$ cat src/rtl/sets_pkg.sv
// ----------------------------------------------------------------------------
// sets_pkg: shared types and constants of the threshold error sweep
// Holds the request structs of both channels, the job passed from the edge
// sweep to the divider, register indexes and the divider state type.
// ----------------------------------------------------------------------------
package sets_pkg;

    // Longest run; the edge that reaches it closes the run.
    localparam int MAX_EDGES   = 256;
    localparam int CNT_W       = $clog2(MAX_EDGES + 1);

    // Field widths.
    localparam int W_W         = 32;
    localparam int PAIR_W      = 40;
    localparam int SUM_W       = 48;
    localparam int DIFF_W      = 49;
    localparam int NUM_W       = 49;
    localparam int DEN_W       = 50;
    localparam int ERR_W       = 32;

    // Depth of the queue between the sweep and the divider.
    localparam int QUEUE_DEPTH = 2;
    localparam int QPTR_W      = $clog2(QUEUE_DEPTH);
    localparam int QCNT_W      = $clog2(QUEUE_DEPTH + 1);

    // Quotient bits, one per divider step.
    localparam int DIV_STEPS   = ERR_W;
    localparam int STEP_W      = $clog2(DIV_STEPS);

    // Q16.16 range ends.
    localparam logic signed [W_W-1:0] Q16_MIN = {1'b1, {(W_W-1){1'b0}}};
    localparam logic signed [W_W-1:0] Q16_MAX = {1'b0, {(W_W-1){1'b1}}};

    // Configuration register indexes.
    localparam int CFG_IDX_W = 1;
    localparam logic [CFG_IDX_W-1:0] CFG_EXTRA_POS = 1'b0;
    localparam logic [CFG_IDX_W-1:0] CFG_EXTRA_NEG = 1'b1;

    // One input request: an edge of the sorted run.
    typedef struct packed {
        logic signed [W_W-1:0]    edge_weight;
        logic        [PAIR_W-1:0] positive_pairs;
        logic        [PAIR_W-1:0] negative_pairs;
        logic                     final_edge;
    } in_item_t;

    // One result request: the outcome of a run.
    typedef struct packed {
        logic signed [W_W-1:0]   best_threshold;
        logic        [ERR_W-1:0] best_error;
        logic                    zero_total;
    } out_item_t;

    // Finished run waiting for its division.
    typedef struct packed {
        logic signed [W_W-1:0]   threshold;
        logic        [NUM_W-1:0] numer;
        logic        [DEN_W-1:0] denom;
        logic                    zero;
    } job_t;

    // Divider sequencer states.
    typedef enum logic [1:0] {
        DIV_IDLE,
        DIV_RUN,
        DIV_HOLD
    } div_state_t;

endpackage

$ cat src/rtl/sets_fifo.sv
// ----------------------------------------------------------------------------
// sets_fifo: short job queue
// Decouples the edge sweep from the divider so that each side stalls alone.
// ----------------------------------------------------------------------------
module sets_fifo (
    input  logic           clk,
    input  logic           rst_n,
    input  logic           wr_en,
    input  sets_pkg::job_t wr_data,
    output logic           q_full,
    input  logic           rd_en,
    output sets_pkg::job_t rd_data,
    output logic           q_empty
);

    sets_pkg::job_t                    slot_reg [sets_pkg::QUEUE_DEPTH];
    logic [sets_pkg::QPTR_W-1:0]       wr_ptr_reg;
    logic [sets_pkg::QPTR_W-1:0]       wr_ptr_next;
    logic [sets_pkg::QPTR_W-1:0]       rd_ptr_reg;
    logic [sets_pkg::QPTR_W-1:0]       rd_ptr_next;
    logic [sets_pkg::QCNT_W-1:0]       count_reg;
    logic [sets_pkg::QCNT_W-1:0]       count_next;

    assign q_full  = (count_reg == sets_pkg::QCNT_W'(sets_pkg::QUEUE_DEPTH));
    assign q_empty = (count_reg == '0);
    assign rd_data = slot_reg[rd_ptr_reg];

    // Pointer and fill count updates, wrapping at the depth.
    always_comb
    begin
        wr_ptr_next = wr_ptr_reg;
        rd_ptr_next = rd_ptr_reg;
        count_next  = count_reg;
        if (wr_en)
        begin
            if (wr_ptr_reg == sets_pkg::QPTR_W'(sets_pkg::QUEUE_DEPTH - 1))
                wr_ptr_next = '0;
            else
                wr_ptr_next = wr_ptr_reg + 1'b1;
        end
        if (rd_en)
        begin
            if (rd_ptr_reg == sets_pkg::QPTR_W'(sets_pkg::QUEUE_DEPTH - 1))
                rd_ptr_next = '0;
            else
                rd_ptr_next = rd_ptr_reg + 1'b1;
        end
        if (wr_en && !rd_en)
            count_next = count_reg + 1'b1;
        else if (rd_en && !wr_en)
            count_next = count_reg - 1'b1;
    end

    always_ff @(posedge clk or negedge rst_n)
    begin
        if (!rst_n)
        begin
            wr_ptr_reg <= '0;
            rd_ptr_reg <= '0;
            count_reg  <= '0;
        end
        else
        begin
            wr_ptr_reg <= wr_ptr_next;
            rd_ptr_reg <= rd_ptr_next;
            count_reg  <= count_next;
        end
    end

    // Storage needs no reset.
    always_ff @(posedge clk)
    begin
        if (wr_en)
            slot_reg[wr_ptr_reg] <= wr_data;
    end

endmodule

$ cat src/rtl/sets_front.sv
// ----------------------------------------------------------------------------
// sets_front: edge sweep
// Takes one edge per cycle unless full, keeps the running and best
// differences and the sums, and on the run's last edge queues a division job.
// ----------------------------------------------------------------------------
module sets_front (
    input  logic                          clk,
    input  logic                          rst_n,
    input  logic                          push,
    input  sets_pkg::in_item_t            item,
    output logic                          full,
    input  logic [sets_pkg::SUM_W-1:0]    extra_pos,
    input  logic [sets_pkg::SUM_W-1:0]    extra_neg,
    input  logic                          q_full,
    output logic                          q_push,
    output sets_pkg::job_t                q_job
);

    // Run state.
    logic signed [sets_pkg::W_W-1:0]    prev_w_reg;
    logic signed [sets_pkg::W_W-1:0]    prev_w_next;
    logic                               have_prev_reg;
    logic                               have_prev_next;
    logic signed [sets_pkg::DIFF_W-1:0] run_diff_reg;
    logic signed [sets_pkg::DIFF_W-1:0] run_diff_next;
    logic signed [sets_pkg::DIFF_W-1:0] best_diff_reg;
    logic signed [sets_pkg::DIFF_W-1:0] best_diff_next;
    logic signed [sets_pkg::W_W-1:0]    best_thr_reg;
    logic signed [sets_pkg::W_W-1:0]    best_thr_next;
    logic [sets_pkg::SUM_W-1:0]         pos_sum_reg;
    logic [sets_pkg::SUM_W-1:0]         pos_sum_next;
    logic [sets_pkg::SUM_W-1:0]         neg_sum_reg;
    logic [sets_pkg::SUM_W-1:0]         neg_sum_next;
    logic [sets_pkg::CNT_W-1:0]         cnt_reg;
    logic [sets_pkg::CNT_W-1:0]         cnt_next;

    // Snapshot of a closed run, finished in the following cycle.
    logic                               fin_valid_reg;
    logic                               fin_valid_next;
    logic signed [sets_pkg::DIFF_W-1:0] fin_run_reg;
    logic signed [sets_pkg::DIFF_W-1:0] fin_best_reg;
    logic signed [sets_pkg::W_W-1:0]    fin_thr_reg;
    logic signed [sets_pkg::W_W-1:0]    fin_w_reg;
    logic [sets_pkg::SUM_W-1:0]         fin_pos_reg;
    logic [sets_pkg::SUM_W-1:0]         fin_neg_reg;

    // Per-edge terms.
    logic                               accept;
    logic                               last;
    logic signed [sets_pkg::W_W-1:0]    w;
    logic signed [sets_pkg::W_W-1:0]    thr_lo;
    logic signed [sets_pkg::W_W:0]      mid_sum;
    logic signed [sets_pkg::DIFF_W-1:0] best1;
    logic signed [sets_pkg::W_W-1:0]    thr1;
    logic signed [sets_pkg::DIFF_W+1:0] run_wide;
    logic signed [sets_pkg::DIFF_W-1:0] run_new;
    logic [sets_pkg::SUM_W:0]           pos_add;
    logic [sets_pkg::SUM_W:0]           neg_add;
    logic [sets_pkg::SUM_W-1:0]         pos_new;
    logic [sets_pkg::SUM_W-1:0]         neg_new;

    // Finish terms.
    logic signed [sets_pkg::DIFF_W-1:0] best2;
    logic signed [sets_pkg::W_W-1:0]    thr2;
    logic signed [sets_pkg::DIFF_W+1:0] num_a;
    logic signed [sets_pkg::DIFF_W+1:0] num_b;
    logic signed [sets_pkg::DIFF_W+1:0] num_c;
    logic signed [sets_pkg::DIFF_W+1:0] num_wide;

    // A new edge waits only while a closed run cannot leave for the queue.
    assign full   = fin_valid_reg && q_full;
    assign accept = push && !full;
    assign q_push = fin_valid_reg && !q_full;
    assign w      = item.edge_weight;
    assign last   = item.final_edge ||
                    (cnt_reg == sets_pkg::CNT_W'(sets_pkg::MAX_EDGES - 1));

    // Candidate before the edge: first weight minus one LSB, or the midpoint.
    always_comb
    begin
        thr_lo  = (w == sets_pkg::Q16_MIN) ? w : w - sets_pkg::W_W'(1);
        mid_sum = {prev_w_reg[sets_pkg::W_W-1], prev_w_reg} + {w[sets_pkg::W_W-1], w};
        best1   = best_diff_reg;
        thr1    = best_thr_reg;
        if (!have_prev_reg)
        begin
            best1 = '0;
            thr1  = thr_lo;
        end
        else if ((prev_w_reg != w) && (run_diff_reg < best_diff_reg))
        begin
            best1 = run_diff_reg;
            // Floor of the half sum is the arithmetic shift.
            thr1  = mid_sum[sets_pkg::W_W:1];
        end
    end

    // Running difference with saturation, and saturating pair sums.
    always_comb
    begin
        run_wide = {{2{run_diff_reg[sets_pkg::DIFF_W-1]}}, run_diff_reg}
                 + $signed({{(sets_pkg::DIFF_W + 2 - sets_pkg::PAIR_W){1'b0}},
                            item.negative_pairs})
                 - $signed({{(sets_pkg::DIFF_W + 2 - sets_pkg::PAIR_W){1'b0}},
                            item.positive_pairs});
        if (run_wide[sets_pkg::DIFF_W+1:sets_pkg::DIFF_W-1] == 3'b000 ||
            run_wide[sets_pkg::DIFF_W+1:sets_pkg::DIFF_W-1] == 3'b111)
            run_new = run_wide[sets_pkg::DIFF_W-1:0];
        else if (run_wide[sets_pkg::DIFF_W+1])
            run_new = {1'b1, {(sets_pkg::DIFF_W-1){1'b0}}};
        else
            run_new = {1'b0, {(sets_pkg::DIFF_W-1){1'b1}}};

        pos_add = {1'b0, pos_sum_reg}
                + {{(sets_pkg::SUM_W + 1 - sets_pkg::PAIR_W){1'b0}}, item.positive_pairs};
        neg_add = {1'b0, neg_sum_reg}
                + {{(sets_pkg::SUM_W + 1 - sets_pkg::PAIR_W){1'b0}}, item.negative_pairs};
        pos_new = pos_add[sets_pkg::SUM_W] ? '1 : pos_add[sets_pkg::SUM_W-1:0];
        neg_new = neg_add[sets_pkg::SUM_W] ? '1 : neg_add[sets_pkg::SUM_W-1:0];
    end

    // Next run state: update on an edge, clear when the run closes.
    always_comb
    begin
        prev_w_next    = prev_w_reg;
        have_prev_next = have_prev_reg;
        run_diff_next  = run_diff_reg;
        best_diff_next = best_diff_reg;
        best_thr_next  = best_thr_reg;
        pos_sum_next   = pos_sum_reg;
        neg_sum_next   = neg_sum_reg;
        cnt_next       = cnt_reg;
        fin_valid_next = fin_valid_reg;
        if (q_push)
            fin_valid_next = 1'b0;
        if (accept)
        begin
            if (last)
            begin
                prev_w_next    = '0;
                have_prev_next = 1'b0;
                run_diff_next  = '0;
                best_diff_next = '0;
                best_thr_next  = '0;
                pos_sum_next   = '0;
                neg_sum_next   = '0;
                cnt_next       = '0;
                fin_valid_next = 1'b1;
            end
            else
            begin
                prev_w_next    = w;
                have_prev_next = 1'b1;
                run_diff_next  = run_new;
                best_diff_next = best1;
                best_thr_next  = thr1;
                pos_sum_next   = pos_new;
                neg_sum_next   = neg_new;
                cnt_next       = cnt_reg + 1'b1;
            end
        end
    end

    always_ff @(posedge clk or negedge rst_n)
    begin
        if (!rst_n)
        begin
            prev_w_reg    <= '0;
            have_prev_reg <= 1'b0;
            run_diff_reg  <= '0;
            best_diff_reg <= '0;
            best_thr_reg  <= '0;
            pos_sum_reg   <= '0;
            neg_sum_reg   <= '0;
            cnt_reg       <= '0;
            fin_valid_reg <= 1'b0;
        end
        else
        begin
            prev_w_reg    <= prev_w_next;
            have_prev_reg <= have_prev_next;
            run_diff_reg  <= run_diff_next;
            best_diff_reg <= best_diff_next;
            best_thr_reg  <= best_thr_next;
            pos_sum_reg   <= pos_sum_next;
            neg_sum_reg   <= neg_sum_next;
            cnt_reg       <= cnt_next;
            fin_valid_reg <= fin_valid_next;
        end
    end

    // Snapshot of the closed run.
    always_ff @(posedge clk)
    begin
        if (accept && last)
        begin
            fin_run_reg  <= run_new;
            fin_best_reg <= best1;
            fin_thr_reg  <= thr1;
            fin_w_reg    <= w;
            fin_pos_reg  <= pos_new;
            fin_neg_reg  <= neg_new;
        end
    end

    // Outer candidate after the last edge, then numerator and denominator.
    always_comb
    begin
        best2 = fin_best_reg;
        thr2  = fin_thr_reg;
        if (fin_run_reg < fin_best_reg)
        begin
            best2 = fin_run_reg;
            thr2  = (fin_w_reg == sets_pkg::Q16_MAX) ? fin_w_reg
                                                     : fin_w_reg + sets_pkg::W_W'(1);
        end
        num_a    = $signed({{(sets_pkg::DIFF_W + 2 - sets_pkg::SUM_W){1'b0}}, fin_pos_reg});
        num_b    = $signed({{(sets_pkg::DIFF_W + 2 - sets_pkg::SUM_W){1'b0}}, extra_neg});
        num_c    = {{2{best2[sets_pkg::DIFF_W-1]}}, best2};
        num_wide = num_a + num_b + num_c;

        q_job.threshold = thr2;
        q_job.numer     = num_wide[sets_pkg::DIFF_W+1] ? '0
                                                       : num_wide[sets_pkg::NUM_W-1:0];
        q_job.denom     = {2'b00, fin_pos_reg} + {2'b00, fin_neg_reg}
                        + {2'b00, extra_pos} + {2'b00, extra_neg};
        q_job.zero      = (q_job.denom == '0);
    end

endmodule

$ cat src/rtl/sets_divider.sv
// ----------------------------------------------------------------------------
// sets_divider: error fraction unit
// Takes jobs from the queue, forms numer / denom as a Q0.32 fraction one
// quotient bit per cycle, and holds the result for the output side.
// ----------------------------------------------------------------------------
module sets_divider (
    input  logic                  clk,
    input  logic                  rst_n,
    input  sets_pkg::job_t        job,
    input  logic                  q_empty,
    output logic                  q_pop,
    output sets_pkg::out_item_t   result,
    output logic                  empty,
    input  logic                  pop
);

    sets_pkg::div_state_t             state_reg;
    sets_pkg::div_state_t             state_next;
    logic [sets_pkg::DEN_W-1:0]       rem_reg;
    logic [sets_pkg::DEN_W-1:0]       den_reg;
    logic [sets_pkg::ERR_W-1:0]       quo_reg;
    logic [sets_pkg::STEP_W-1:0]      step_reg;
    logic signed [sets_pkg::W_W-1:0]  thr_reg;
    logic                             zero_reg;
    logic                             out_valid_reg;
    logic                             out_valid_next;
    sets_pkg::out_item_t              out_reg;

    logic                             trivial;
    logic                             last_step;
    logic                             slot_free;
    logic                             load_out;
    logic [sets_pkg::DEN_W:0]         rem_shift;
    logic [sets_pkg::DEN_W:0]         rem_sub;
    logic                             q_bit;

    assign slot_free = !out_valid_reg || pop;
    assign trivial   = job.zero || ({1'b0, job.numer} >= job.denom);
    assign last_step = (step_reg == sets_pkg::STEP_W'(sets_pkg::DIV_STEPS - 1));
    assign result    = out_reg;
    assign empty     = !out_valid_reg;

    // One restoring step: shift the remainder and try the divisor.
    always_comb
    begin
        rem_shift = {rem_reg, 1'b0};
        rem_sub   = rem_shift - {1'b0, den_reg};
        q_bit     = (rem_shift >= {1'b0, den_reg});
    end

    // Next state.
    always_comb
    begin
        state_next = state_reg;
        case (state_reg)
            sets_pkg::DIV_IDLE:
            begin
                if (!q_empty)
                    state_next = trivial ? sets_pkg::DIV_HOLD : sets_pkg::DIV_RUN;
            end
            sets_pkg::DIV_RUN:
            begin
                if (last_step)
                    state_next = sets_pkg::DIV_HOLD;
            end
            sets_pkg::DIV_HOLD:
            begin
                if (slot_free)
                    state_next = sets_pkg::DIV_IDLE;
            end
            default:
            begin
                state_next = sets_pkg::DIV_IDLE;
            end
        endcase
    end

    // Outputs of the sequencer.
    always_comb
    begin
        q_pop    = 1'b0;
        load_out = 1'b0;
        case (state_reg)
            sets_pkg::DIV_IDLE:
            begin
                q_pop = !q_empty;
            end
            sets_pkg::DIV_HOLD:
            begin
                load_out = slot_free;
            end
            default:
            begin
                q_pop    = 1'b0;
                load_out = 1'b0;
            end
        endcase
    end

    // Result slot occupancy.
    always_comb
    begin
        out_valid_next = out_valid_reg;
        if (pop)
            out_valid_next = 1'b0;
        if (load_out)
            out_valid_next = 1'b1;
    end

    always_ff @(posedge clk or negedge rst_n)
    begin
        if (!rst_n)
        begin
            state_reg     <= sets_pkg::DIV_IDLE;
            out_valid_reg <= 1'b0;
            step_reg      <= '0;
        end
        else
        begin
            state_reg     <= state_next;
            out_valid_reg <= out_valid_next;
            if (q_pop)
                step_reg <= '0;
            else if (state_reg == sets_pkg::DIV_RUN)
                step_reg <= step_reg + 1'b1;
        end
    end

    // Datapath: load a job, iterate, then move the result to the slot.
    always_ff @(posedge clk)
    begin
        if (q_pop)
        begin
            rem_reg  <= {1'b0, job.numer};
            den_reg  <= job.denom;
            thr_reg  <= job.threshold;
            zero_reg <= job.zero;
            if (job.zero)
                quo_reg <= '0;
            else if (trivial)
                quo_reg <= '1;
            else
                quo_reg <= '0;
        end
        else if (state_reg == sets_pkg::DIV_RUN)
        begin
            if (q_bit)
                rem_reg <= rem_sub[sets_pkg::DEN_W-1:0];
            else
                rem_reg <= rem_shift[sets_pkg::DEN_W-1:0];
            quo_reg <= {quo_reg[sets_pkg::ERR_W-2:0], q_bit};
        end
        if (load_out)
        begin
            out_reg.best_threshold <= thr_reg;
            out_reg.best_error     <= quo_reg;
            out_reg.zero_total     <= zero_reg;
        end
    end

endmodule

$ cat src/rtl/sorted_edge_threshold_error_sweep.sv
// ----------------------------------------------------------------------------
// sorted_edge_threshold_error_sweep: least Rand error threshold search
// Sweeps a sorted run of edges for the merge threshold with the least error
// and reports the threshold and the error fraction at the end of each run.
//
//   channel   handshake            payload
//   -------   ------------------   -----------------------------------------
//   edges     push / full          item   (edge weight, pair counts, last)
//   results   pop / empty          result (threshold, error, zero flag)
//   config    cfg_valid/cfg_ready  cfg_index, cfg_data (extra pair counts)
//
// The sweep takes one edge per cycle unless full; a closed run is finished in the next
// cycle and queued when the queue has room. The divider loads a job, forms 32 quotient
// bits and hands off the result, skipping the bits when the total is zero or the
// error saturates; short runs fill the two-entry queue and full rises until it drains.
// Reset clears all run state, the queue, the result slot and the extra counts. A held
// result stalls the divider, and the sweep once the queue fills.
// ----------------------------------------------------------------------------
module sorted_edge_threshold_error_sweep (
    input  logic                                clk,
    input  logic                                rst_n,
    input  logic                                push,
    output logic                                full,
    input  sets_pkg::in_item_t                  item,
    output logic                                empty,
    input  logic                                pop,
    output sets_pkg::out_item_t                 result,
    input  logic                                cfg_valid,
    output logic                                cfg_ready,
    input  logic [sets_pkg::CFG_IDX_W-1:0]      cfg_index,
    input  logic [sets_pkg::SUM_W-1:0]          cfg_data
);

    logic [sets_pkg::SUM_W-1:0] extra_pos_reg;
    logic [sets_pkg::SUM_W-1:0] extra_neg_reg;
    logic                       q_push;
    logic                       q_pop;
    logic                       q_full;
    logic                       q_empty;
    sets_pkg::job_t             job_in;
    sets_pkg::job_t             job_out;

    assign cfg_ready = 1'b1;

    // Configuration registers.
    always_ff @(posedge clk or negedge rst_n)
    begin
        if (!rst_n)
        begin
            extra_pos_reg <= '0;
            extra_neg_reg <= '0;
        end
        else if (cfg_valid && cfg_ready)
        begin
            case (cfg_index)
                sets_pkg::CFG_EXTRA_POS: extra_pos_reg <= cfg_data;
                sets_pkg::CFG_EXTRA_NEG: extra_neg_reg <= cfg_data;
                default:                 extra_pos_reg <= extra_pos_reg;
            endcase
        end
    end

    // Edge sweep.
    sets_front u_front (
        .clk       (clk),
        .rst_n     (rst_n),
        .push      (push),
        .item      (item),
        .full      (full),
        .extra_pos (extra_pos_reg),
        .extra_neg (extra_neg_reg),
        .q_full    (q_full),
        .q_push    (q_push),
        .q_job     (job_in)
    );

    // Job queue.
    sets_fifo u_fifo (
        .clk     (clk),
        .rst_n   (rst_n),
        .wr_en   (q_push),
        .wr_data (job_in),
        .q_full  (q_full),
        .rd_en   (q_pop),
        .rd_data (job_out),
        .q_empty (q_empty)
    );

    // Error fraction unit and result slot.
    sets_divider u_divider (
        .clk     (clk),
        .rst_n   (rst_n),
        .job     (job_out),
        .q_empty (q_empty),
        .q_pop   (q_pop),
        .result  (result),
        .empty   (empty),
        .pop     (pop)
    );

`ifndef SYNTHESIS
    // The sweep never writes a full queue.
    assert property (@(posedge clk) disable iff (!rst_n) q_push |-> !q_full)
        else $error("job written into a full queue");

    // The divider never reads an empty queue.
    assert property (@(posedge clk) disable iff (!rst_n) q_pop |-> !q_empty)
        else $error("job read from an empty queue");

    // A zero total always reports a zero error.
    assert property (@(posedge clk) disable iff (!rst_n)
        (!empty && result.zero_total) |-> (result.best_error == '0))
        else $error("zero total with a nonzero error");
`endif

endmodule
$ cat config.mk
export PLATFORM = sky130hd
export DESIGN_NAME = sorted_edge_threshold_error_sweep
export DESIGN_NICKNAME = d
export VERILOG_FILES = /design/src/rtl/sets_pkg.sv /design/src/rtl/sets_fifo.sv /design/src/rtl/sets_front.sv /design/src/rtl/sets_divider.sv /design/src/rtl/sorted_edge_threshold_error_sweep.sv
export SDC_FILE = /design/constraint.sdc
export NUM_CORES = 2
export LEC_CHECK = 0
export CAP_MARGIN = 20
export CORE_UTILIZATION = 45
export DETAILED_ROUTE_END_ITERATION = 6
export DONT_BUFFER_PORTS = 1
export GPL_TIMING_DRIVEN = 1
export SETUP_SLACK_MARGIN = 0.4
export SLEW_MARGIN = 20
export SYNTH_ARGS = -nofsm -noshare
export SYNTH_HDL_FRONTEND = slang
export SYNTH_SLANG_ARGS = --single-unit
export TNS_END_PERCENT = 5
$ cat constraint.sdc
create_clock -name clk -period 11.5 [get_ports clk]
set_input_delay 1.15 -clock clk [delete_from_list [all_inputs] [get_ports clk]]
set_output_delay 1.15 -clock clk [all_outputs]
set_load 0.02 [all_outputs]
Word level (Yosys, flattened, before mapping). Memory sizes are Yosys's and may differ from the RTL's. Cells that the tools add are included. W data, S select, Z words.

Input port bits: 167. Bits in writable memories: 264. Register bits after elaboration: 865. Output and inout port bits: 68. Word-level logic and storage cells: 144. Memories kept: 1.

Add/sub/neg operators: 19. Reduce and logical (&&, ||, !) cells: 27. Equal/unequal tests: 12. Multiplexer cells: 48. Bitwise operators: 1. Order comparisons: 4.

Memory list: u_fifo.slot_reg (words 2, width 132, rd ports 1, clocked after Yosys merged registers in 0, wr ports 1, line sets_fifo.sv:16) `sets_pkg::job_t slot_reg [sets_pkg::QUEUE_DEPTH];`.

Operators by type and width (number): $mux W49 (10); $mux W32 (11); $mux W48 (4); $add A50 B48 Y50 (2); $add A48 B40 Y49 (2); $add A48 B48 Y49 (2); $lt A49 B49 Y1 (2); $eq A32 B32 Y1 const B (2); $add A50 B49 Y51 (1); $ge A51 B50 Y1 (1); $sub A51 B40 Y51 (1); $add A49 B41 Y50 (1); $ge A49 B50 Y1 (1); $logic_not A50 Y1 (1); $mux W50 (1); $sub A50 B50 Y50 (1); $add A32 B32 Y33 (1); $add A32 B2 Y32 const B (1); $ne A32 B32 Y1 (1); $sub A32 B2 Y32 const B (1); $mux W1 (12); $mux W2 (6); $mux W5 (2); $add A9 B1 Y9 const B (1); 22 further kinds (43).

Logic depth before layout (Yosys ltp).
Depth after elaboration: 7. Mapped depth: 30. Mapped depth without buffers: 29.

By module. Synthesis repeated with hierarchy kept, for this count alone.

Cell total of the unflattened synthesis: 6725. Area total of the unflattened synthesis: 70791.6 um2.

By module, submodules not included: sets_front (cells an instance 4907, instances 1, seq. area each 14478.9 um2, area each 44247.4 um2); sets_divider (cells an instance 1185, instances 1, seq. area each 7096.8 um2, area each 12958.7 um2); sets_fifo (cells an instance 427, instances 1, seq. area each 8027.7 um2, area each 9994.6 um2); sorted_edge_threshold_error_sweep (cells an instance 206, instances 1, seq. area each 2402.3 um2, area each 3590.9 um2).

Least setup slack after synthesis. Ideal clock, no wire load.

Kind: input to register. From: in push. To: reg u_front.neg_sum_reg[42] in the netlist's numbering. Setup slack: 1.957 ns. Stages: 6. Setup time: 0.493 ns. Path buffers: 2. Required time: 11.007 ns. Data arrival time: 9.050 ns. Path through: and2_1 clkbuf_1 nand2_1 inv_1 clkbuf_1 nor3_1.

Cells in the longest elaborated chain, start to end: 1.

RTL lines: start, declared (line sorted_edge_threshold_error_sweep.sv:22) `input logic push,`; $logic_and A1 B1 Y1 (line sets_front.sv:72) `assign accept = push && !full;`; end signal, assigned (line sets_front.sv:186) `neg_sum_reg <= neg_sum_next;`; end, declared (line sets_front.sv:32) `logic [sets_pkg::SUM_W-1:0] neg_sum_reg;`.

Every way passes these cells. A chain may end at the register's enable or synchronous reset.

==> run metrics <==
Final Hold Fails=0; via count=53600; Slew Viols, Final=0; via-per-instance ratio=5.75; CTS Hold Bufs=0; Post-Route WL=203 mm; Syn. warnings=0; DR iter-0 viols=4325; Worst setup EP type=flip-flop; Post-CTS Setup Repair Bufs=0; crit path kind=reg -> reg; GR Overflow Total=0; Crit Path Max Fanout=6; largest net degree at the start of global routing=378; met2 wire len=87.0 mm; CP Launch Type=flip-flop; num rows=146; max reg flops=264; Die ar.=162000 um^2; headroom to the max-slew limit=19.5%; area of the mapped netlist=72400 um^2; fraction of layout cells with a size suffix above 1=6.25%; vias in the first global route=51600; crit-path max cell delay=0.92 ns; Filler cells=14400; Die X=403 um; Async S/R FF share, synth=33.4%; DRC=1; fin worst setup slack=1.98 ns; Final Skew=0.0323 ns; detailed-router iteration count before antenna repair=7; area of the core=159000 um^2; gr usage total=24.6%; GP Congestion=0.916; Least-Margin Pin Slew=1.20 ns; Cells after DPL=9065; Tightest Hold Check Type=in -> async; ys flop type=edfxtp_1; dpl ws=1.99 ns; # resized after CTS=0; DR top layer=met5; H-tree Lvls=4; Max Cap Viol=0; clk_lat worst skew=0.81 ns; clock-pin slew on the worst setup and hold paths=0.06 ns; Metal-1 WL=95.7 mm; sequential area share after synthesis=44.2%; CP required=12.10 ns; Final Non-Filler Cells=9319; IO Port Bufs=0; synthesized flop and latch total=1129; crit-path most repeated cell=or4_1; ANT nets after route=0; Root Driver=clkbuf_16; DIE HEIGHT=403 um; drt wl/cell=21.8 um; final core occ=49.6%; area grow syn2layout=9.04%; syn_nets=7954; min Tclk post-route=9.52 ns; antenna violations before repair=18; Routed met3 length=13.4 mm; unrepaired setup endpoints after global routing=false; crit path DAT=10.12 ns; cell count after synthesis=7140; Clock Sinks=1129; Initial Util=45.5%; endpoints failing setup=0; outcome=finished, violations left; CTS buffer count=130; syn_area_per_cell=10.1 um^2; period utilization=82.8%; CTS tree=built; setup TNS=0 ns; deepest clock path buffer count=3; Critical-path top delay cell=a2111oi_0; Max Clk Rate=105 MHz; number of I/O pins=235; failing checks=design-rule violations; Post-synth EDFFs=751; Detail Placement HPWL=154 mm; Final #Nets=7866; global-route wire length before repair=307 mm; Netlist cell types=94
==> kinds of logic after synthesis <==
logic type	count (synthesis)	share of synthesized area (%)
buffers and inverters	824	4.34
AND/OR/NAND/NOR	1777	11.7
flip-flops	1129	44.2
AO/OA/AOI/OAI	2018	18.3
other	1	0.00518
adder cells (fa/ha/maj)	647	11.8
XOR/XNOR	471	5.70
multiplexers	273	4.01
==> routing by layer <==
metal / vias to the layer above / track usage (%)
met1: 25900 / 35.4
met2: 1506 / 36.5
met5: - / 0
li1: 25900 / -
met3: 297 / 4.47
met4: 8 / 9.64
==> stage by stage <==
stage | hold WS, ns | cell area, um^2
floorplan | 0.400 | 72400
global placement | 0.402 | 74500
detailed placement | 0.405 | 74500
CTS | 0.0294 | 78900
global route | 0.0174 | 78900
finish | 0.0670 | 78900
==> critical path: cells and delay by family (launching register included) <==
family / cells / cell delay [ns]
adder cells (fa/ha/maj): 4 / 1.40
AO/OA/AOI/OAI: 14 / 4.79
flip-flops: 1 / 0.40
AND/OR/NAND/NOR: 9 / 2.67
buffers and inverters: 1 / 0.07
==> Yosys cell counts, types with 12 or more instances <==
library cell | count | area, um^2
o311ai_0 | 12 | 105
nor3_1 | 81 | 405
a31oi_1 | 74 | 463
o221ai_1 | 41 | 359
a21o_1 | 325 | 2440
a221oi_1 | 15 | 131
o2111ai_1 | 13 | 114
o21bai_1 | 76 | 571
mux2_2 | 136 | 1530
nor4_1 | 33 | 206
or3_1 | 28 | 175
o31ai_1 | 19 | 143
a22o_1 | 146 | 1280
o21ai_0 | 432 | 2160
and2_1 | 41 | 257
a211o_1 | 14 | 123
a221o_1 | 24 | 240
a211oi_1 | 48 | 360
clkbuf_1 | 220 | 826
ha_1 | 589 | 7370
or4_1 | 15 | 113
o211ai_1 | 40 | 300
or2_2 | 22 | 138
a2111oi_0 | 14 | 123
nor2_1 | 378 | 1420
buf_1 | 25 | 93.8
xnor2_1 | 295 | 2580
nor2b_1 | 108 | 676
edfxtp_1 | 751 | 22600
a31o_2 | 18 | 158
xor2_1 | 176 | 1540
mux2i_1 | 137 | 1370
fa_1 | 58 | 1160
and3_1 | 72 | 450
nand4_1 | 73 | 457
nand2_1 | 607 | 2280
dfrtp_1 | 377 | 9430
nand2b_1 | 71 | 444
inv_1 | 564 | 2120
a21oi_1 | 514 | 2570
a21boi_0 | 15 | 113
nand3_1 | 196 | 981
o21a_1 | 76 | 571
==> area by class of cell <==
type                    instances  area [um^2]  area share, %
clock inverters                59          803           1.02
repair buffers                 40          320          0.406
flip-flops and latches       1129        32000           40.6
inverters                     564         2130           2.70
well taps                    2146         2690           3.40
multi-input cells            5187        37400           47.4
diodes                         17         42.5         0.0539
clock buffers                 177         3540           4.48
==> worst paths after layout <==
kind	startpoint	end	slack, ns	cells after the start
worst max-delay path	u_front.fin_pos_reg[0]	u_fifo.slot_reg[1][0]	1.98	28
worst min-delay path	rst_n	u_front.best_thr_reg[8]	0.07	0
worst max register to register	u_front.fin_pos_reg[0]	u_fifo.slot_reg[1][0]	1.98	28
worst min register to register	u_divider.thr_reg[16]	u_divider.result[49]	0.41	0
max in group asynchronous	rst_n	u_front.neg_sum_reg[0]	10.77	0
min in group clk	u_divider.thr_reg[16]	u_divider.result[49]	0.41	0
==> cell usage in the layout (no fill, tap or decap), types with 17 or more instances in the layout <==
cell,synthesis,layout
edfxtp_1,751,751
buf_4,3,39
and3_1,72,70
nor2b_1,108,107
a21oi_1,514,513
fa_1,58,58
a31oi_1,74,73
o221ai_1,41,40
a211oi_1,48,48
ha_1,589,589
nor4_1,33,33
a221o_1,24,24
nand2_1,607,604
mux2_2,136,136
diode_2,0,17
xnor2_1,295,294
dfrtp_1,377,375
o21a_1,76,76
nor3_1,81,80
nand3_1,196,195
o21bai_1,76,76
and2_1,41,40
inv_1,564,561
mux2i_1,137,137
o211ai_1,40,40
o21ai_0,432,430
clkbuf_16,0,130
nand2b_1,71,71
nand4_1,73,73
a22o_1,146,146
or3_1,28,27
o31ai_1,19,19
a31o_2,18,18
a21o_1,325,325
xor2_1,176,176
clkbuf_1,220,36
nor2_1,378,374
or2_2,22,22
Power is left out: the tool's default activity adds up to more than one toggle a clock period on the data nets, which glitch-free logic cannot reach.
